File: src/rtl/programmable_interrupt_controller_defines.svh
// assertion macros for the programmable interrupt controller
// no dependencies; included by the top level
`ifndef PROGRAMMABLE_INTERRUPT_CONTROLLER_DEFINES_SVH
`define PROGRAMMABLE_INTERRUPT_CONTROLLER_DEFINES_SVH

// same-cycle implication, disabled during reset
`define PIC_ASSERT_NOW(lbl, clk, rstn, ante, cons, msg) \
  lbl: assert property (@(posedge clk) disable iff (!rstn) (ante) |-> (cons)) \
    else $error(msg);

// next-cycle implication, disabled during reset
`define PIC_ASSERT_NEXT(lbl, clk, rstn, ante, cons, msg) \
  lbl: assert property (@(posedge clk) disable iff (!rstn) (ante) |=> (cons)) \
    else $error(msg);

`endif

File: src/rtl/pic_pkg.sv
// shared types, constants and the priority pick for the interrupt controller
// no dependencies
`timescale 1ns / 1ps
`default_nettype none

package pic_pkg;

  localparam int unsigned LINE_COUNT = 8;
  localparam int unsigned LINE_W     = $clog2(LINE_COUNT);
  localparam int unsigned DATA_W     = 8;

  localparam logic PORT_CMD  = 1'b0;
  localparam logic PORT_DATA = 1'b1;

  // command and init word bit positions
  localparam int unsigned CMD_INIT_BIT  = 4;
  localparam int unsigned ICW1_SKIP_BIT = 1;

  typedef enum logic [1:0] {
    REQ_READ  = 2'd0,
    REQ_WRITE = 2'd1,
    REQ_RAISE = 2'd2,
    REQ_TICK  = 2'd3
  } req_type_e;

  typedef struct packed {
    req_type_e         req_type;
    logic              port_sel;
    logic [DATA_W-1:0] write_data;
    logic [LINE_W-1:0] irq_line;
    logic              force_nmi;
  } item_t;

  typedef struct packed {
    logic [DATA_W-1:0] read_data;
    logic              int_valid;
    logic [DATA_W-1:0] int_vector;
    logic              nmi_valid;
  } result_t;

  typedef struct packed {
    logic              found;
    logic [LINE_W-1:0] line;
  } pick_t;

  // lowest set line wins
  function automatic pick_t pick_lowest(logic [LINE_COUNT-1:0] pend);
    pick_t p;
    p = '0;
    for (int i = LINE_COUNT - 1; i >= 0; i--) begin
      if (pend[i]) begin
        p.found = 1'b1;
        p.line  = LINE_W'(i);
      end
    end
    return p;
  endfunction

endpackage

`default_nettype wire

File: src/rtl/pic_channels.sv
// valid/ready channel interfaces for items and results
// depends on pic_pkg
`timescale 1ns / 1ps
`default_nettype none

interface pic_item_if;
  logic                                  valid;
  logic                                  ready;
  pic_pkg::req_type_e                    req_type;
  logic                                  port_sel;
  logic [pic_pkg::DATA_W-1:0]            write_data;
  logic [pic_pkg::LINE_W-1:0]            irq_line;
  logic                                  force_nmi;

  modport source (
    output valid, req_type, port_sel, write_data, irq_line, force_nmi,
    input  ready
  );
  modport sink (
    input  valid, req_type, port_sel, write_data, irq_line, force_nmi,
    output ready
  );
endinterface

interface pic_result_if;
  logic                       valid;
  logic                       ready;
  logic [pic_pkg::DATA_W-1:0] read_data;
  logic                       int_valid;
  logic [pic_pkg::DATA_W-1:0] int_vector;
  logic                       nmi_valid;

  modport source (
    output valid, read_data, int_valid, int_vector, nmi_valid,
    input  ready
  );
  modport sink (
    input  valid, read_data, int_valid, int_vector, nmi_valid,
    output ready
  );
endinterface

`default_nettype wire

File: src/rtl/pic_in_stage.sv
// input register stage: captures one item per transfer
// depends on pic_pkg
`timescale 1ns / 1ps
`default_nettype none

module pic_in_stage (
  input  wire logic           clk_i,
  input  wire logic           rst_ni,
  input  wire logic           in_valid_i,
  output logic                in_ready_o,
  input  wire pic_pkg::item_t in_item_i,
  output logic                stage_valid_o,
  output pic_pkg::item_t      stage_item_o,
  input  wire logic           stage_ready_i
);

  logic           valid_q;
  pic_pkg::item_t item_q;

  assign in_ready_o    = !valid_q || stage_ready_i;
  assign stage_valid_o = valid_q;
  assign stage_item_o  = item_q;

  always_ff @(posedge clk_i or negedge rst_ni) begin
    if (!rst_ni) begin
      valid_q <= 1'b0;
    end else if (in_ready_o) begin
      valid_q <= in_valid_i;
    end
  end

  always_ff @(posedge clk_i) begin
    if (in_ready_o && in_valid_i) begin
      item_q <= in_item_i;
    end
  end

endmodule

`default_nettype wire

File: src/rtl/pic_exec.sv
// controller state, per-item update and result register
// depends on pic_pkg
`timescale 1ns / 1ps
`default_nettype none

module pic_exec (
  input  wire logic             clk_i,
  input  wire logic             rst_ni,
  input  wire logic             stage_valid_i,
  input  wire pic_pkg::item_t   stage_item_i,
  output logic                  stage_ready_o,
  output logic                  out_valid_o,
  output pic_pkg::result_t      out_result_o,
  input  wire logic             out_ready_i
);

  typedef enum logic [2:0] {
    STEP_ICW1 = 3'd0,
    STEP_ICW2 = 3'd1,
    STEP_ICW3 = 3'd2,
    STEP_ICW4 = 3'd3,
    STEP_MASK = 3'd4
  } step_e;

  logic [pic_pkg::LINE_COUNT-1:0] req_q, req_d;
  logic [pic_pkg::LINE_COUNT-1:0] mask_q, mask_d;
  logic [pic_pkg::DATA_W-1:0]     icw1_q, icw1_d;
  logic [pic_pkg::DATA_W-1:0]     icw2_q, icw2_d;
  step_e                          step_q, step_d;
  logic                           out_valid_q;
  pic_pkg::result_t               result_q, result_d;
  pic_pkg::pick_t                 pick;
  logic                           fire;

  assign stage_ready_o = !out_valid_q || out_ready_i;
  assign fire          = stage_valid_i && stage_ready_o;
  assign out_valid_o   = out_valid_q;
  assign out_result_o  = result_q;

  always_comb begin
    req_d    = req_q;
    mask_d   = mask_q;
    icw1_d   = icw1_q;
    icw2_d   = icw2_q;
    step_d   = step_q;
    result_d = '0;
    pick     = pic_pkg::pick_lowest(req_q & ~mask_q);
    unique case (stage_item_i.req_type)
      pic_pkg::REQ_READ: begin
        result_d.read_data = (stage_item_i.port_sel == pic_pkg::PORT_CMD) ? req_q : mask_q;
      end
      pic_pkg::REQ_WRITE: begin
        if (stage_item_i.port_sel == pic_pkg::PORT_CMD) begin
          if (stage_item_i.write_data[pic_pkg::CMD_INIT_BIT]) begin
            mask_d = '0;
            icw1_d = stage_item_i.write_data;
            step_d = STEP_ICW2;
          end
        end else begin
          unique case (step_q)
            STEP_ICW1: begin
              icw1_d = stage_item_i.write_data;
              step_d = STEP_ICW2;
            end
            STEP_ICW2: begin
              icw2_d = stage_item_i.write_data;
              step_d = icw1_q[pic_pkg::ICW1_SKIP_BIT] ? STEP_ICW4 : STEP_ICW3;
            end
            STEP_ICW3: step_d = STEP_ICW4;
            STEP_ICW4: step_d = STEP_MASK;
            STEP_MASK: mask_d = stage_item_i.write_data;
            default:   step_d = step_q;
          endcase
        end
      end
      pic_pkg::REQ_RAISE: begin
        req_d = req_q | (pic_pkg::LINE_COUNT'(1) << stage_item_i.irq_line);
      end
      pic_pkg::REQ_TICK: begin
        if (pick.found) begin
          req_d[pick.line]    = 1'b0;
          result_d.int_valid  = 1'b1;
          result_d.int_vector = icw2_q + pic_pkg::DATA_W'(pick.line);
        end
        result_d.nmi_valid = stage_item_i.force_nmi;
      end
      default: result_d = '0;
    endcase
  end

  always_ff @(posedge clk_i or negedge rst_ni) begin
    if (!rst_ni) begin
      req_q       <= '0;
      mask_q      <= '0;
      icw1_q      <= '0;
      icw2_q      <= '0;
      step_q      <= STEP_ICW1;
      out_valid_q <= 1'b0;
      result_q    <= '0;
    end else begin
      if (stage_ready_o) begin
        out_valid_q <= stage_valid_i;
      end
      if (fire) begin
        req_q    <= req_d;
        mask_q   <= mask_d;
        icw1_q   <= icw1_d;
        icw2_q   <= icw2_d;
        step_q   <= step_d;
        result_q <= result_d;
      end
    end
  end

endmodule

`default_nettype wire

File: src/rtl/programmable_interrupt_controller.sv
// Eight-line interrupt controller, top level.
// Items arrive on item_i (valid/ready): port read, port write, request line
// raise or service tick. Each accepted item yields exactly one result on
// result_o (valid/ready): read data, or the interrupt vector and nmi flag of
// a tick; fields that do not apply to the item are zero.
// Path: an accepted item is held in the input register, then processed
// into the result register, whose contents drive result_o.
// Throughput: one item per cycle; the result register is the only limit, and
// it frees itself in the cycle the receiver takes the result.
// When the receiver stalls, the result holds, the item behind it waits in the
// input register and item_i.ready drops only once both are occupied.
// Reset (rst_ni low, asynchronous): request and mask registers, init words
// and init step clear, both registers empty; items are accepted once reset
// is released.
// Depends on pic_pkg, pic_channels, pic_in_stage, pic_exec and the defines
// header.
`timescale 1ns / 1ps
`default_nettype none
`include "programmable_interrupt_controller_defines.svh"

module programmable_interrupt_controller (
  input  wire logic    clk_i,
  input  wire logic    rst_ni,
  pic_item_if.sink     item_i,
  pic_result_if.source result_o
);

  pic_pkg::item_t   in_item;
  pic_pkg::item_t   stage_item;
  pic_pkg::result_t result;
  logic             in_ready;
  logic             stage_valid;
  logic             stage_ready;
  logic             out_valid;

  assign in_item.req_type   = item_i.req_type;
  assign in_item.port_sel   = item_i.port_sel;
  assign in_item.write_data = item_i.write_data;
  assign in_item.irq_line   = item_i.irq_line;
  assign in_item.force_nmi  = item_i.force_nmi;
  assign item_i.ready       = in_ready;

  pic_in_stage u_in_stage (
    .clk_i         (clk_i),
    .rst_ni        (rst_ni),
    .in_valid_i    (item_i.valid),
    .in_ready_o    (in_ready),
    .in_item_i     (in_item),
    .stage_valid_o (stage_valid),
    .stage_item_o  (stage_item),
    .stage_ready_i (stage_ready)
  );

  pic_exec u_exec (
    .clk_i         (clk_i),
    .rst_ni        (rst_ni),
    .stage_valid_i (stage_valid),
    .stage_item_i  (stage_item),
    .stage_ready_o (stage_ready),
    .out_valid_o   (out_valid),
    .out_result_o  (result),
    .out_ready_i   (result_o.ready)
  );

  assign result_o.valid      = out_valid;
  assign result_o.read_data  = result.read_data;
  assign result_o.int_valid  = result.int_valid;
  assign result_o.int_vector = result.int_vector;
  assign result_o.nmi_valid  = result.nmi_valid;

  // an item leaving the input register always lands in the result register
  `PIC_ASSERT_NEXT(a_stage_to_out, clk_i, rst_ni, stage_valid && stage_ready, out_valid, "item lost between stages")

  // a blocked item in the input register holds
  `PIC_ASSERT_NEXT(a_stage_hold, clk_i, rst_ni, stage_valid && !stage_ready, stage_valid && $stable(stage_item), "blocked item changed")

  // no vector without a maskable interrupt
  `PIC_ASSERT_NOW(a_vector_zero, clk_i, rst_ni, out_valid && !result.int_valid, result.int_vector == '0, "vector without interrupt")

endmodule

`default_nettype wire
File: src/flat_wrapper.sv
// flat-port wrapper written by rule: the top's interface ports become plain ports
module programmable_interrupt_controller_flat 
  (clk_i, rst_ni, item_i_valid, item_i_req_type, item_i_port_sel, item_i_write_data, item_i_irq_line, item_i_force_nmi, item_i_ready, result_o_valid, result_o_read_data, result_o_int_valid, result_o_int_vector, result_o_nmi_valid, result_o_ready);
  pic_item_if item_i_i ();
  pic_result_if result_o_i ();
  input  wire logic clk_i;
  input  wire logic rst_ni;
  input wire logic [$bits(item_i_i.valid)-1:0] item_i_valid;
  input wire logic [$bits(item_i_i.req_type)-1:0] item_i_req_type;
  input wire logic [$bits(item_i_i.port_sel)-1:0] item_i_port_sel;
  input wire logic [$bits(item_i_i.write_data)-1:0] item_i_write_data;
  input wire logic [$bits(item_i_i.irq_line)-1:0] item_i_irq_line;
  input wire logic [$bits(item_i_i.force_nmi)-1:0] item_i_force_nmi;
  output wire logic [$bits(item_i_i.ready)-1:0] item_i_ready;
  output wire logic [$bits(result_o_i.valid)-1:0] result_o_valid;
  output wire logic [$bits(result_o_i.read_data)-1:0] result_o_read_data;
  output wire logic [$bits(result_o_i.int_valid)-1:0] result_o_int_valid;
  output wire logic [$bits(result_o_i.int_vector)-1:0] result_o_int_vector;
  output wire logic [$bits(result_o_i.nmi_valid)-1:0] result_o_nmi_valid;
  input wire logic [$bits(result_o_i.ready)-1:0] result_o_ready;
  assign item_i_i.valid = item_i_valid;
  assign item_i_i.req_type = item_i_req_type;
  assign item_i_i.port_sel = item_i_port_sel;
  assign item_i_i.write_data = item_i_write_data;
  assign item_i_i.irq_line = item_i_irq_line;
  assign item_i_i.force_nmi = item_i_force_nmi;
  assign item_i_ready = item_i_i.ready;
  assign result_o_valid = result_o_i.valid;
  assign result_o_read_data = result_o_i.read_data;
  assign result_o_int_valid = result_o_i.int_valid;
  assign result_o_int_vector = result_o_i.int_vector;
  assign result_o_nmi_valid = result_o_i.nmi_valid;
  assign result_o_i.ready = result_o_ready;
  programmable_interrupt_controller u_core (.clk_i(clk_i), .rst_ni(rst_ni), .item_i(item_i_i), .result_o(result_o_i));
endmodule
File: config.mk
export PLATFORM = sky130hd
export DESIGN_NAME = programmable_interrupt_controller_flat
export DESIGN_NICKNAME = d
export VERILOG_FILES = /design/src/rtl/pic_pkg.sv /design/src/rtl/pic_channels.sv /design/src/rtl/pic_in_stage.sv /design/src/rtl/pic_exec.sv /design/src/rtl/programmable_interrupt_controller.sv /design/src/flat_wrapper.sv
export VERILOG_INCLUDE_DIRS = /design/src /design/src/rtl
export SDC_FILE = /design/constraint.sdc
export NUM_CORES = 1
export LEC_CHECK = 0
export ABC_CLOCK_PERIOD_IN_PS = 3400
export BUFFER_PORTS_ARGS = -buffer_cell sky130_fd_sc_hd__buf_4
export CORE_ASPECT_RATIO = 1.5
export CORE_MARGIN = 8
export CORE_UTILIZATION = 50
export CTS_CLUSTER_DIAMETER = 200
export DETAILED_ROUTE_END_ITERATION = 12
export PLACE_DENSITY = 0.71
export SYNTH_ARGS = -nofsm -noshare
export SYNTH_HDL_FRONTEND = slang
export SYNTH_SLANG_ARGS = --single-unit
File: constraint.sdc
create_clock -name clk_i -period 3.4 [get_ports clk_i]
set_input_delay 0.17 -clock clk_i [delete_from_list [all_inputs] [get_ports clk_i]]
set_output_delay 0.17 -clock clk_i [all_outputs]
set_load 0.02 [all_outputs]
======== Word-level counts from Yosys, hierarchy flattened ========
Cells that the tools add are included.
operators by class
  $add $sub $neg .......................... 1
  magnitude comparators ................... 2
  equal/unequal tests ..................... 11
  shift operators ......................... 1
  mux-type cells .......................... 26
  bitwise logic cells ..................... 5
  reduce and logical (&&, ||, !) cells .... 16
operator list
  cell                                                                   number
  8-bit two-way mux                                                      6
  4-bit two-way mux                                                      8
  8-bit AND                                                              2
  8-bit inverter                                                         2
  8-bit case mux with 2 select lines                                     1
  4-bit AND reduction                                                    4
  3-bit case mux with 4 select lines                                     1
  10-bit two-way mux                                                     1
  9-bit two-way mux                                                      1
  8-bit by 3-bit adder with 8-bit output                                 1
  8-bit bitwise OR                                                       1
  1-bit by 3-bit << shifter with 8-bit output, first input constant      1
  3-bit by 2-bit equality test with 1-bit output, second input constant  2
  2-bit two-way mux                                                      3
  3-bit two-way mux                                                      2
  2-bit != test, second input constant                                   3
  5-bit != test, second input constant                                   1
  2-bit equality test, second input constant                             2
  3-bit by 4-bit < comparator with 1-bit output, second input constant   1
  2-bit nonzero test                                                     2
  1-bit demux with 3-bit select                                          1
  3-bit by 1-bit equality test with 1-bit output, second input constant  1
  3-bit equality test, second input constant                             1
  3-bit by 1-bit >= comparator with 1-bit output, second input constant  1
  other kinds (8)                                                        13
word-level totals
  register bits after elaboration ......... 64
  input port bits ......................... 19
  logic and storage cells ................. 78

======== Depth between registers and ports, before layout ========
Gate-level depths: netlist of run 1.
  word-level depth ........................ 18
  depth in mapped cells ................... 11

======== Modules after synthesis ========
Synthesis of run 1 repeated with hierarchy kept, for this count alone.
unflattened totals
  cells, all modules ...................... 234
  area, all modules ....................... 2811.4 µm²
modules (own cells, without submodules)
  module        instances  cells an instance  area each (µm²)  sequential area each (µm²)
  pic_exec      1          215                2307.2           1176.1
  pic_in_stage  1          19                 504.2            475.5

======== Least setup slack after synthesis of run 1 ========
No wires, ideal clock.
  path kind ............................... register -> register
  from .................................... register u_core.u_exec.req_q[1] in the netlist's numbering
  to ...................................... register u_core.u_exec.result_q (netlist bit u_core.u_exec.out_result_o[7])
  setup time .............................. 0.121 ns
  arrival ................................. 2.232 ns
  setup slack ............................. 1.047 ns
  cell stages (with the launch flop) ...... 12
  path buffers ............................ 1
  period minus slack after synthesis ...... 2.353 ns
  cell sequence ........................... dfrtp_1 -> nand2b_1 -> clkbuf_1 -> nand2_1 -> o211ai_1 -> inv_1 -> ha_1 -> fa_1 -> a21o_1 -> nand4_1 -> xnor2_1 -> a22o_1
between the ends
  longest elaborated chain between the ends .. 6
ends and longest elaborated chain
  what                                    RTL line         source
  start: declaration                      pic_exec.sv:25   logic [pic_pkg::LINE_COUNT-1:0] req_q, req_d;
  start signal: assignment                pic_exec.sv:105  req_q <= req_d;
  8-bit AND (*)                           pic_exec.sv:47   pick = pic_pkg::pick_lowest(req_q & ~mask_q);
  4-bit two-way mux (*) (2 in a row)      pic_pkg.sv:51    if (pend[i]) begin
  8-bit by 3-bit adder with 8-bit output  pic_exec.sv:83   result_d.int_vector = icw2_q + pic_pkg::DATA_W'(pick.line);
  9-bit two-way mux (*)                   pic_exec.sv:80   if (pick.found) begin
  10-bit two-way mux (*)                  pic_exec.sv:48   unique case (stage_item_i.req_type)
  end signal: assignment                  pic_exec.sv:110  result_q <= result_d;
  end: declaration                        pic_exec.sv:31   pic_pkg::result_t result_q, result_d;
Every way passes the cells marked *; elsewhere a longest branch is shown, timed or not.
A chain may end at the register's enable or synchronous reset.

======== Final worst setup path of run 1 ========
  from .................................... register u_core.u_exec.mask_q[6] in the netlist's numbering
  to ...................................... register u_core.u_exec.result_q (netlist bit u_core.u_exec.out_result_o[7])
between the ends
  longest elaborated chain between the ends .. 12
ends and longest elaborated chain
  what                                    RTL line         source
  start: declaration                      pic_exec.sv:26   logic [pic_pkg::LINE_COUNT-1:0] mask_q, mask_d;
  start signal: assignment                pic_exec.sv:106  mask_q <= mask_d;
  8-bit inverter (*)                      pic_exec.sv:47
  8-bit AND (*)                           pic_exec.sv:47
  4-bit two-way mux (*) (7 in a row)      pic_pkg.sv:51
  8-bit by 3-bit adder with 8-bit output  pic_exec.sv:83
  9-bit two-way mux (*)                   pic_exec.sv:80
  10-bit two-way mux (*)                  pic_exec.sv:48
Marks and branches as above.

==> results of run 1 <==
==> per-stage QoR <==
| stage | setup slack, ns | area [µm²] |
|---|---|---|
| finish | 0.848 | 3510 |
| global route | 0.684 | 3510 |
| CTS | 0.875 | 3490 |
| detailed placement | 0.870 | 3190 |
| global placement | 0.985 | 3190 |
| floorplan | 1.05 | 2860 |
==> state kept, by name, indices dropped and copies added, names as in the netlist, 3 cells and up <==
signal,cells
u_core.u_exec.req_q,8
u_core.u_exec.step_q,3
u_core.u_in_stage.stage_item_o,15
u_core.u_exec.out_result_o,18
u_core.u_exec.icw2_q,8
u_core.u_exec.mask_q,8
==> path summary, 6_finish.rpt <==
path / from / depth (start not counted) / endpoint / slack (ns)
max: u_core.u_exec.mask_q[6] / 10 / u_core.u_exec.out_result_o[7] / 0.85
min: item_i_write_data[2] / 1 / u_core.u_in_stage.stage_item_o[6] / 0.01
max reg2reg: u_core.u_exec.mask_q[6] / 10 / u_core.u_exec.out_result_o[7] / 0.85
min reg2reg: u_core.u_exec.out_result_o[17] / 2 / u_core.u_exec.out_result_o[17] / 0.48
max in group asynchronous: rst_ni / 2 / u_core.u_exec.out_result_o[14] / 2.61
min in group asynchronous: rst_ni / 2 / u_core.u_exec.icw2_q[7] / 0.38
==> synth_stat cells, types with 2 or more instances <==
cell	n	share of area [%]
sky130_fd_sc_hd__nor4_1	2	0.44
sky130_fd_sc_hd__xnor2_1	2	0.61
sky130_fd_sc_hd__edfxtp_1	15	16
sky130_fd_sc_hd__mux2_4	8	4.2
sky130_fd_sc_hd__nand2b_1	9	2.0
sky130_fd_sc_hd__clkbuf_1	5	0.66
sky130_fd_sc_hd__o211ai_1	2	0.52
sky130_fd_sc_hd__nand2_1	33	4.3
sky130_fd_sc_hd__nor2b_1	7	1.5
sky130_fd_sc_hd__dfrtp_1	48	42
sky130_fd_sc_hd__o2111ai_1	3	0.92
sky130_fd_sc_hd__buf_6	2	0.79
sky130_fd_sc_hd__nand4_1	4	0.87
sky130_fd_sc_hd__xor2_1	4	1.2
sky130_fd_sc_hd__a21oi_1	16	2.8
sky130_fd_sc_hd__a211oi_1	3	0.79
sky130_fd_sc_hd__mux2i_1	9	3.1
sky130_fd_sc_hd__or3_1	2	0.44
sky130_fd_sc_hd__a21o_1	2	0.52
sky130_fd_sc_hd__nor2_1	11	1.4
sky130_fd_sc_hd__ha_1	3	1.3
sky130_fd_sc_hd__o21ai_0	19	3.3
sky130_fd_sc_hd__or2b_1	2	0.52
sky130_fd_sc_hd__nor3_1	4	0.70
sky130_fd_sc_hd__a22o_1	9	2.8
sky130_fd_sc_hd__inv_1	6	0.79
sky130_fd_sc_hd__a31oi_1	2	0.44
==> cell families (layout without fill, tap and decap cells) <==
kind of cell / Yosys count / count (layout) / share of synthesized area [%]
AOI/OAI and AO/OA: 60 / 60 / 13.5
xor gates and xnor gates: 6 / 6 / 1.83
adders and majority gates: 4 / 4 / 2.01
buffers and inverters: 15 / 73 / 2.66
DFF: 63 / 63 / 57.7
muxes: 18 / 18 / 7.73
and+or+nand+nor: 83 / 83 / 14.6
==> layout make-up <==
cell class,instances,area (µm²)
Sequential cell,63,1650
Clock inverter,3,42.5
Multi-Input combinational cell,171,1140
Inverter,6,22.5
Timing Repair Buffer,51,413
Clock buffer,13,159
Fill cell,477,2140
Tap cell,72,90.1
==> timing repair <==
item,CTS,global route
hold buffers,10,2
setup buffers,0,0
endpoints found under the hold margin,57,2
==> power by group <==
group	internal, µW	switching, µW	total (µW)	leakage (µW)
clock network	378	271	649	0.0000996
logic	382	425	807	0.000755
registers	957	168	1120	0.000764
total	1720	864	2580	0.00162
==> routing by layer <==
metal  vias up  track usage (%)  share of wire [%]
met3        19             4.21                3.9
met5         -                0                  0
met2        43             26.5                 51
met4         0             11.4                3.5
li1        997                -                  -
met1       964             16.4                 41
==> run metrics, run 1 <==
maximum operating frequency=0.392 GHz; standard-cell rows=34; I/O pin total=39; slew of the pin with the lowest slew margin=1.05 ns; die outline area=8460 µm²; detailed-placement wirelength estimate=4430 µm; Final Setup Violations=0; total power density per cell area=734 nW/µm²; Min Hold Slack=0.0122 ns; number of clock sinks seen by CTS=63; synthesized instance count=249; count of maximum capacitance violations=0; clock transition at the register clock pins on the worst setup and hold paths after CTS=0.07 ns; number of max-slew violations in the final report=0; maximum number of pins on one net before global-route repair=49; CTS tree=done; Cell Area, Synth=2860 µm²; final layout net count=325; warning count from the yosys run=0; largest fanout on the critical path=4; kind of cell adding the most delay to the critical path=compound AO/OA/AOI/OAI gates; via density per instance=5.34; Req. time, crit path=3.62 ns; Post-synth EDFFs=15; commonest cells after routing, fill and taps aside=sky130_fd_sc_hd__dfrtp_1 (48), sky130_fd_sc_hd__buf_4 (39), sky130_fd_sc_hd__nand2_1 (33), sky130_fd_sc_hd__o21ai_0 (19), sky130_fd_sc_hd__a21oi_1 (16); total inserted antenna cells=0; non-filler cells, final=379; remaining global-route overflow=0; drt first-iter violations=80; DRC=0; DP Cell Count=351; Relative slew margins=30.0%; final worst path period share=75.1%; setup_tns=0 ns; total of flip-flops plus latches after synthesis=63; endpoint class of the critical path=flop; CP max stage cell=sky130_fd_sc_hd__fa_1; critical path, cell by cell=nor2b_1 -> o21ai_0 -> o211ai_1 -> inv_1 -> ha_1 -> fa_1 -> a21o_1 -> nand4_1 -> xnor2_1 -> a22o_1; initial standard-cell utilization of the core=50.6%; data arrival time of the critical path=2.77 ns; class of the most critical hold timing path=in2reg; via count of the first global-routing pass=2181; Port Buffer Count=38; total routing usage reported by global routing=15.6%; startpoint class of the critical path=flop; worst stage delay on the critical path=0.41 ns; total number of vias=2023; number of H-tree branching levels=3; Static Leakage=0.00162 µW; cell at the root of the clock tree=sky130_fd_sc_hd__clkbuf_8; maximum root-to-sink buffer count=2; most frequent standard cell in the layout excluding fill and tap cells=sky130_fd_sc_hd__dfrtp_1; routability congestion estimate=0.860; worst voltage drop across the vdd grid=0.332 mV; floorplan die height=109 µm; distinct cell type count after synthesis=44; synthesized area per cell=11.5 µm²; average routed wire per standard cell=16.1 µm; first-pass GRT wire length=10300 µm; detailed-router iteration count before antenna repair=4; dominant register cell in the synthesized netlist=sky130_fd_sc_hd__dfrtp_1; fraction of synthesis flops using an asynchronous set or reset pin=76.2%; post-CTS resize count=0; number of antenna violations at the first check in global routing=0; Synth-to-Final Area Change=22.7%; area of the core=5660 µm²; post-route antenna net violation count=0; run status=finished clean; die outline width=77.8 µm; number of CTS-inserted buffers=9; layout cells sized above 1=21.2%; syn nets=272; share of the yosys chip area belonging to registers=57.7%; worst setup path category=reg2reg; final design utilization=62.1%; fin crit period=2.55 ns; source-to-sink clock delay at the later pin of the worst-skew pair=0.33 ns; routed wire length=6100 µm; number of buffers and inverters on the critical path=1; overall power of the completed layout=2580 µW; unrepaired setup endpoints after global routing=no; Fin Clk Skew=0.00706 ns; final hold vios=0
No activity file was read; power rests on OpenSTA's default activity.
==> inputs of run 2 (changes only) <==
--- a/config.mk
+++ b/config.mk
@@ -6,14 +6,14 @@
 export SDC_FILE = /design/constraint.sdc
 export NUM_CORES = 1
 export LEC_CHECK = 0
-export ABC_CLOCK_PERIOD_IN_PS = 3400
+export ABC_CLOCK_PERIOD_IN_PS = 2100
 export BUFFER_PORTS_ARGS = -buffer_cell sky130_fd_sc_hd__buf_4
 export CORE_ASPECT_RATIO = 1.5
 export CORE_MARGIN = 8
 export CORE_UTILIZATION = 50
 export CTS_CLUSTER_DIAMETER = 200
 export DETAILED_ROUTE_END_ITERATION = 12
-export PLACE_DENSITY = 0.71
+export PLACE_DENSITY = 0.74
 export SYNTH_ARGS = -nofsm -noshare
 export SYNTH_HDL_FRONTEND = slang
 export SYNTH_SLANG_ARGS = --single-unit
==> constraint.sdc (replaced) <==
create_clock -name clk_i -period 2.1 [get_ports clk_i]
set_input_delay 0.105 -clock clk_i [delete_from_list [all_inputs] [get_ports clk_i]]
set_output_delay 0.105 -clock clk_i [all_outputs]
set_load 0.02 [all_outputs]
==> run 2 against run 1 <==
- the flow now finishes with violations (negative setup slack)
- design area rose by 10%
- global-route usage is 1.1 points higher
- non-clock buffer count is 41 higher
- register-to-register slack lost 0.91 ns
- largest power group is now combinational cells
- sequential share of layout area is 4.3 points lower
- die area is the same
- fmax up 18%
- total power increased by 80%
==> run metrics, run 2 (synthesis gave the netlist of run 1 again) <==
run status=complete, but fails checks; failing checks=negative setup slack; sw frac=34.2% (+0.77 points); Final Setup Violations=4 (+4); number of max-slew violations in the final report=0 (unchanged); initial standard-cell utilization of the core=50.6% (unchanged); routed length on met3=258 µm (+7.9%); Synth-to-Final Area Change=34.9%; proportion of power drawn by the clock network=20.6% (-4.5 points); routed wire length=6660 µm (+9.1%); total power density per cell area=1200 nW/µm² (+64%); total length of routed met2 wires=3540 µm (+13%); total inserted antenna cells=0 (unchanged); largest fanout on the critical path=3 (-1); clock transition at the register clock pins on the worst setup and hold paths after CTS=0.07 ns (about the same); maximum number of pins on one net before global-route repair=49 (unchanged); total number of vias=2226 (+10%); post-placement worst setup slack=-0.0874 ns (-0.958 ns); Min Hold Slack=0.110 ns (+0.0981 ns); worst setup path category=reg2reg; slew of the pin with the lowest slew margin=0.613 ns (-0.436 ns); die outline width=77.8 µm (unchanged); number of clock sinks seen by CTS=63 (unchanged); cell area after placement=3450 µm² (+7.9%); CP max stage cell=sky130_fd_sc_hd__dfrtp_1; maximum operating frequency=0.462 GHz (+18%); cell depth of the worst hold path=4 (+3); unrepaired setup endpoints after global routing=yes; remaining global-route overflow=0 (unchanged); final worst-path setup slack=-0.0652 ns (-0.913 ns); detailed-router iteration count before antenna repair=4 (unchanged); count of maximum capacitance violations=0 (unchanged); first-pass GRT wire length=10900 µm (+5.8%); setup_tns=-0.0915 ns (-0.0915 ns); R2R cell count=10 (unchanged); cell at the root of the clock tree=sky130_fd_sc_hd__clkbuf_8; DRC=0 (unchanged); share of total power in sequential cells=39.1% (-4.5 points); final hold vios=0 (unchanged); CTS tree=done; routed metal-1 wire length=2670 µm (+5.7%); most frequent standard cell in the layout excluding fill and tap cells=sky130_fd_sc_hd__buf_4; startpoint class of the critical path=flop; class of the most critical hold timing path=in2reg; via count of the first global-routing pass=2342 (+7.4%); maximum root-to-sink buffer count=2 (unchanged); Static Leakage=0.00181 µW (+12%); top layer in use=met4; number of H-tree branching levels=3 (unchanged); layout cells sized above 1=32.2% (+11 points); endpoint class of the critical path=flop; post-route antenna net violation count=0 (unchanged); worst voltage drop across the vdd grid=0.689 mV (+110%); final worst path period share=103% (+28 points); total routing usage reported by global routing=16.7% (+1.1 points); average routed wire per standard cell=15.9 µm (-1.5%); area of the core=5660 µm² (unchanged); Relative slew margins=59.2% (+29 points); standard-cell rows=34 (unchanged); Port Buffer Count=38 (unchanged); part of the total power dissipated in combinational logic=40.2% (+8.9 points); commonest cells after routing, fill and taps aside=sky130_fd_sc_hd__buf_4 (75), sky130_fd_sc_hd__dfrtp_1 (48), sky130_fd_sc_hd__nand2_1 (33), sky130_fd_sc_hd__o21ai_0 (18), sky130_fd_sc_hd__dlygate4sd3_1 (17); drt first-iter violations=90 (+13%); die outline area=8460 µm² (unchanged); routability congestion estimate=0.867 (+0.83%); area of all placed cells without fillers=3860 µm² (+10%); detailed-placement wirelength estimate=4680 µm (+5.5%); number of CTS-inserted buffers=9 (unchanged); worst stage delay on the critical path=0.39 ns (-0.02 ns); data arrival time of the critical path=2.40 ns (-0.37 ns); final design utilization=68.3% (+6.2 points); Largest register FFs=18 (unchanged); switching pwr=1590 µW (+84%); floorplan die height=109 µm (unchanged); design internal power=3050 µW (+78%); I/O pin total=39 (unchanged); number of antenna violations at the first check in global routing=0 (unchanged); final layout net count=366 (+13%); critical path, cell by cell=nor2b_2 -> o21ai_1 -> o211ai_1 -> inv_1 -> ha_2 -> fa_2 -> a21o_1 -> nand4_1 -> xnor2_1 -> a22o_1; Req. time, crit path=2.34 ns (-1.28 ns); via density per instance=5.30 (-0.71%); source-to-sink clock delay at the later pin of the worst-skew pair=0.34 ns (about the same); fin crit period=2.17 ns (-0.387 ns); Fin Clk Skew=0.00630 ns (-0.000767 ns)
[run 2: changes by cell type in the layout (fill, tap and decap cells not counted), moves of 2 or more]
| cell | delta |
|---|---|
| sky130_fd_sc_hd__buf_4 | +36 |
| sky130_fd_sc_hd__clkbuf_1 | -2 |
| sky130_fd_sc_hd__clkinvlp_4 | +2 |
| sky130_fd_sc_hd__dlygate4sd3_1 | +5 |
| sky130_fd_sc_hd__nand2b_1 | -4 |
| sky130_fd_sc_hd__nand2b_4 | +4 |
[run 2: worst paths after layout]
check                                               startpoint                         endpoint  slack (ns)
worst max-delay path                   u_core.u_exec.mask_q[6]    u_core.u_exec.out_result_o[7]       -0.07
worst min-delay path                            result_o_ready  u_core.u_in_stage.stage_valid_o        0.11
worst max register to register         u_core.u_exec.mask_q[6]    u_core.u_exec.out_result_o[7]       -0.07
worst min register to register  u_core.u_exec.out_result_o[13]   u_core.u_exec.out_result_o[13]        0.48
max in group asynchronous                               rst_ni           u_core.u_exec.req_q[7]        1.37
min in group asynchronous                               rst_ni          u_core.u_exec.icw2_q[5]        0.31
[run 2: power by group through the flow]
stage	clock [µW]	sequential (µW)	combinational, µW
4_1_cts	978	1810	1850
3_5_place_dp	0	1810	1700
2_1_floorplan	0	1850	887
5_1_grt	1030	1850	2040
3_3_place_gp	0	1800	1650
6_report	958	1820	1870
[run 2: layer usage]
metal	GRT usage, %	vias to the layer above
met5	0	-
met4	9.49	0
met3	5.28	12
met2	29.0	47
met1	17.4	1080
li1	-	1087
[run 2: timing repair]
| action | 4_1_cts | 5_1_grt |
|---|---|---|
| setup buffers | 3 | 0 |
| hold endpoints to repair | 64 | 0 |
| hold buffers | 17 | 0 |
| resized for setup | 9 | 1 |
| setup endpoints to repair | 6 | 6 |
| pin swaps | 3 | 0 |
[run 2: final cells by class]
cell class	count	area, µm²
multi-input combinational	171	1180
tap	72	90.1
clock inverter	5	32.5
sequential	63	1650
fill	438	1790
inverter	6	22.5
clock buffer	11	151
timing repair buffer	92	733
[run 2: through the flow]
step / std cells / total power (µW)
after floorplan: 249 / 2730
after global placement: 384 / 3450
after detailed placement: 384 / 3510
after CTS: 420 / 4640
after global routing: 420 / 4930
final: 420 / 4640
[run 2: critical path, delay by kind of cell (launching register included)]
kind | cells | cell delay, ns
XOR/XNOR | 1 | 0.10
AO/OA/AOI/OAI | 4 | 0.67
adder cells (fa/ha/maj) | 2 | 0.54
flip-flops | 1 | 0.39
buffers and inverters | 1 | 0.09
AND/OR/NAND/NOR | 2 | 0.28
==> inputs of run 3 (changes only) <==
--- a/config.mk
+++ b/config.mk
@@ -6,14 +6,14 @@
 export SDC_FILE = /design/constraint.sdc
 export NUM_CORES = 1
 export LEC_CHECK = 0
-export ABC_CLOCK_PERIOD_IN_PS = 2100
+export ABC_CLOCK_PERIOD_IN_PS = 2200
 export BUFFER_PORTS_ARGS = -buffer_cell sky130_fd_sc_hd__buf_4
 export CORE_ASPECT_RATIO = 1.5
 export CORE_MARGIN = 8
 export CORE_UTILIZATION = 50
 export CTS_CLUSTER_DIAMETER = 200
 export DETAILED_ROUTE_END_ITERATION = 12
-export PLACE_DENSITY = 0.74
+export PLACE_DENSITY = 0.71
 export SYNTH_ARGS = -nofsm -noshare
 export SYNTH_HDL_FRONTEND = slang
 export SYNTH_SLANG_ARGS = --single-unit
==> constraint.sdc (replaced) <==
create_clock -name clk_i -period 2.2 [get_ports clk_i]
set_input_delay 0.11 -clock clk_i [delete_from_list [all_inputs] [get_ports clk_i]]
set_output_delay 0.11 -clock clk_i [all_outputs]
set_load 0.02 [all_outputs]
==> run 3 against run 2 <==
- the flow now finishes without violations
- wire length shrank 2.8%
- via count decreased by 2.2%
- global-route usage down 0.99 points
- non-clock buffer count shrank 15
- clock power grew 6%
- worst setup slack better by 0.10 ns
- hold slack improved by 0.019 ns
- total power fell by 5.8%
- sequential power shrank 3%
- design area shrank 2.5%
- register-to-register slack better by 0.10 ns
- largest power group is now sequential cells
- highest routed layer unchanged
==> run metrics, run 3 (synthesis gave the netlist of run 1 again) <==
final hold vios=0 (unchanged); detailed-router iteration count before antenna repair=4 (unchanged); run status=finished clean; count of maximum capacitance violations=0 (unchanged); Synth-to-Final Area Change=31.6%; number of antenna violations at the first check in global routing=0 (unchanged); maximum root-to-sink buffer count=2 (unchanged); final worst-path setup slack=0.0358 ns (+0.101 ns); Static Leakage=0.00175 µW (-3.5%); worst setup path category=reg2reg; register cell area after layout=1650 µm² (unchanged); cell at the root of the clock tree=sky130_fd_sc_hd__clkbuf_8; Multi-input gate area=1180 µm² (unchanged); critical path, cell by cell=nor2b_1 -> o211ai_1 -> a21oi_1 -> ha_1 -> a211oi_1 -> buf_4 -> nor3_1 -> xor2_1 -> a22o_1; Final Setup Violations=0 (-4); total routing usage reported by global routing=15.7% (-0.99 points); floorplan die height=109 µm (unchanged); unrepaired setup endpoints after global routing=yes; Req. time, crit path=2.44 ns (+0.10 ns); total number of vias=2176 (-2.2%); final worst path period share=98.4% (-4.7 points); final design utilization=66.6% (-1.7 points); global-route track usage on met1=16.0% (-1.4 points); worst voltage drop across the vdd grid=0.623 mV (-9.5%); number of clock sinks seen by CTS=63 (unchanged); setup_tns=0 ns (+0.0915 ns); met2 usage in global routing=27.7% (-1.3 points); number of CTS-inserted buffers=9 (unchanged); area of the core=5660 µm² (unchanged); post-route antenna net violation count=0 (unchanged); endpoint class of the critical path=flop; first-pass GRT wire length=10300 µm (-5.1%); source-to-sink clock delay at the later pin of the worst-skew pair=0.35 ns (about the same); initial standard-cell utilization of the core=50.6% (unchanged); most frequent standard cell in the layout excluding fill and tap cells=sky130_fd_sc_hd__buf_4; Relative slew margins=47.9% (-11 points); met3 track demand over resource in global routing=4.62% (-0.66 points); layout cells sized above 1=27.9% (-4.3 points); Largest register FFs=18 (unchanged); worst stage delay on the critical path=0.43 ns (+0.04 ns); die outline width=77.8 µm (unchanged); total inserted antenna cells=0 (unchanged); via density per instance=5.37 (+1.4%); startpoint class of the critical path=flop; Fin Clk Skew=0.00868 ns (+0.00238 ns); remaining global-route overflow=0 (unchanged); average routed wire per standard cell=16.0 µm (+0.82%); standard-cell rows=34 (unchanged); DP Cell Count=369 (-3.9%); post-placement worst setup slack=-0.0221 ns (+0.0652 ns); final layout net count=351 (-4.1%); drt first-iter violations=163 (+81%); total power density per cell area=1160 nW/µm² (-3.4%); Port Buffer Count=38 (unchanged); class of the most critical hold timing path=in2reg; maximum number of pins on one net before global-route repair=49 (unchanged); CP max stage cell=sky130_fd_sc_hd__dfrtp_1; number of buffers and inverters on the critical path=1 (unchanged); detailed-placement wirelength estimate=4520 µm (-3.3%); non-filler cells, final=405 (-3.6%); slew of the pin with the lowest slew margin=0.774 ns (+0.161 ns); number of fill cells=455 (+3.9%); kind of cell adding the most delay to the critical path=compound AO/OA/AOI/OAI gates; CTS tree=done; I/O pin total=39 (unchanged); DRC=0 (unchanged); via count of the first global-routing pass=2217 (-5.3%); maximum operating frequency=0.462 GHz (about the same); busiest layer in global routing=met2; number of H-tree branching levels=3 (unchanged); commonest cells after routing, fill and taps aside=sky130_fd_sc_hd__buf_4 (60), sky130_fd_sc_hd__dfrtp_1 (48), sky130_fd_sc_hd__nand2_1 (33), sky130_fd_sc_hd__o21ai_0 (19), sky130_fd_sc_hd__dlygate4sd3_1 (17); routed wire length=6470 µm (-2.8%); data arrival time of the critical path=2.40 ns (about the same); routability congestion estimate=0.868 (about the same); largest fanout on the critical path=4 (+1); number of max-slew violations in the final report=0 (unchanged); die outline area=8460 µm² (unchanged); fin crit period=2.16 ns (-0.000919 ns); Min Hold Slack=0.130 ns (+0.0193 ns); clock transition at the register clock pins on the worst setup and hold paths after CTS=0.07 ns (about the same)
run 3: tightest hold or removal path: cells and delay by family:
family	cells	cell delay [ns]
buffers and inverters	1	0.08
AND/OR/NAND/NOR	3	0.24
run 3: where the power goes:
| part | switching [µW] | internal [µW] | total, µW |
|---|---|---|---|
| Combinational | 740 | 852 | 1590 |
| Sequential | 284 | 1480 | 1760 |
| Clock | 435 | 584 | 1020 |
| Total | 1460 | 2910 | 4370 |
run 3: through the flow:
step	area [µm²]	total power, µW
floorplan	2870	2610
global placement	3330	3160
detailed placement	3330	3200
CTS	3720	4270
global route	3770	4610
finish	3770	4370
run 3: area by class of cell:
class | count | area share, %
Sequential cell | 63 | 43.8
Multi-Input combinational cell | 171 | 31.4
Timing Repair Buffer | 77 | 16.5
Clock buffer | 13 | 4.22
Tap cell | 72 | 2.39
Clock inverter | 3 | 1.13
Inverter | 6 | 0.597
run 3: path summary, 6_finish.rpt:
kind | start | to | slack, ns | depth (start not counted)
setup / recovery | u_core.u_exec.req_q[7] | u_core.u_exec.out_result_o[8] | 0.04 | 9
max in group asynchronous | rst_ni | u_core.u_exec.icw1_q[1] | 1.46 | 2
hold / removal | result_o_ready | u_core.u_in_stage.stage_valid_o | 0.13 | 4
setup reg to reg | u_core.u_exec.req_q[7] | u_core.u_exec.out_result_o[8] | 0.04 | 9
min in group asynchronous | rst_ni | u_core.u_exec.icw2_q[3] | 0.33 | 2
hold reg to reg | u_core.u_exec.out_result_o[17] | u_core.u_exec.out_result_o[17] | 0.48 | 2
run 3: repair_timing:
| action | CTS | global route |
|---|---|---|
| buffers inserted | 0 | 3 |
| endpoints found under the hold margin | 64 | 0 |
| hold buffers | 17 | 0 |
| gates cloned | 0 | 0 |
| resized for setup | 3 | 6 |
| pin swaps | 0 | 2 |
| setup endpoints to repair | 3 | 6 |
run 3: routing by layer:
layer  up-vias  part of all wire (%)
met5         -                     0
met4         0                   2.8
met3        19                   5.1
met2        63                    54
met1      1041                    38
li1       1053                     -
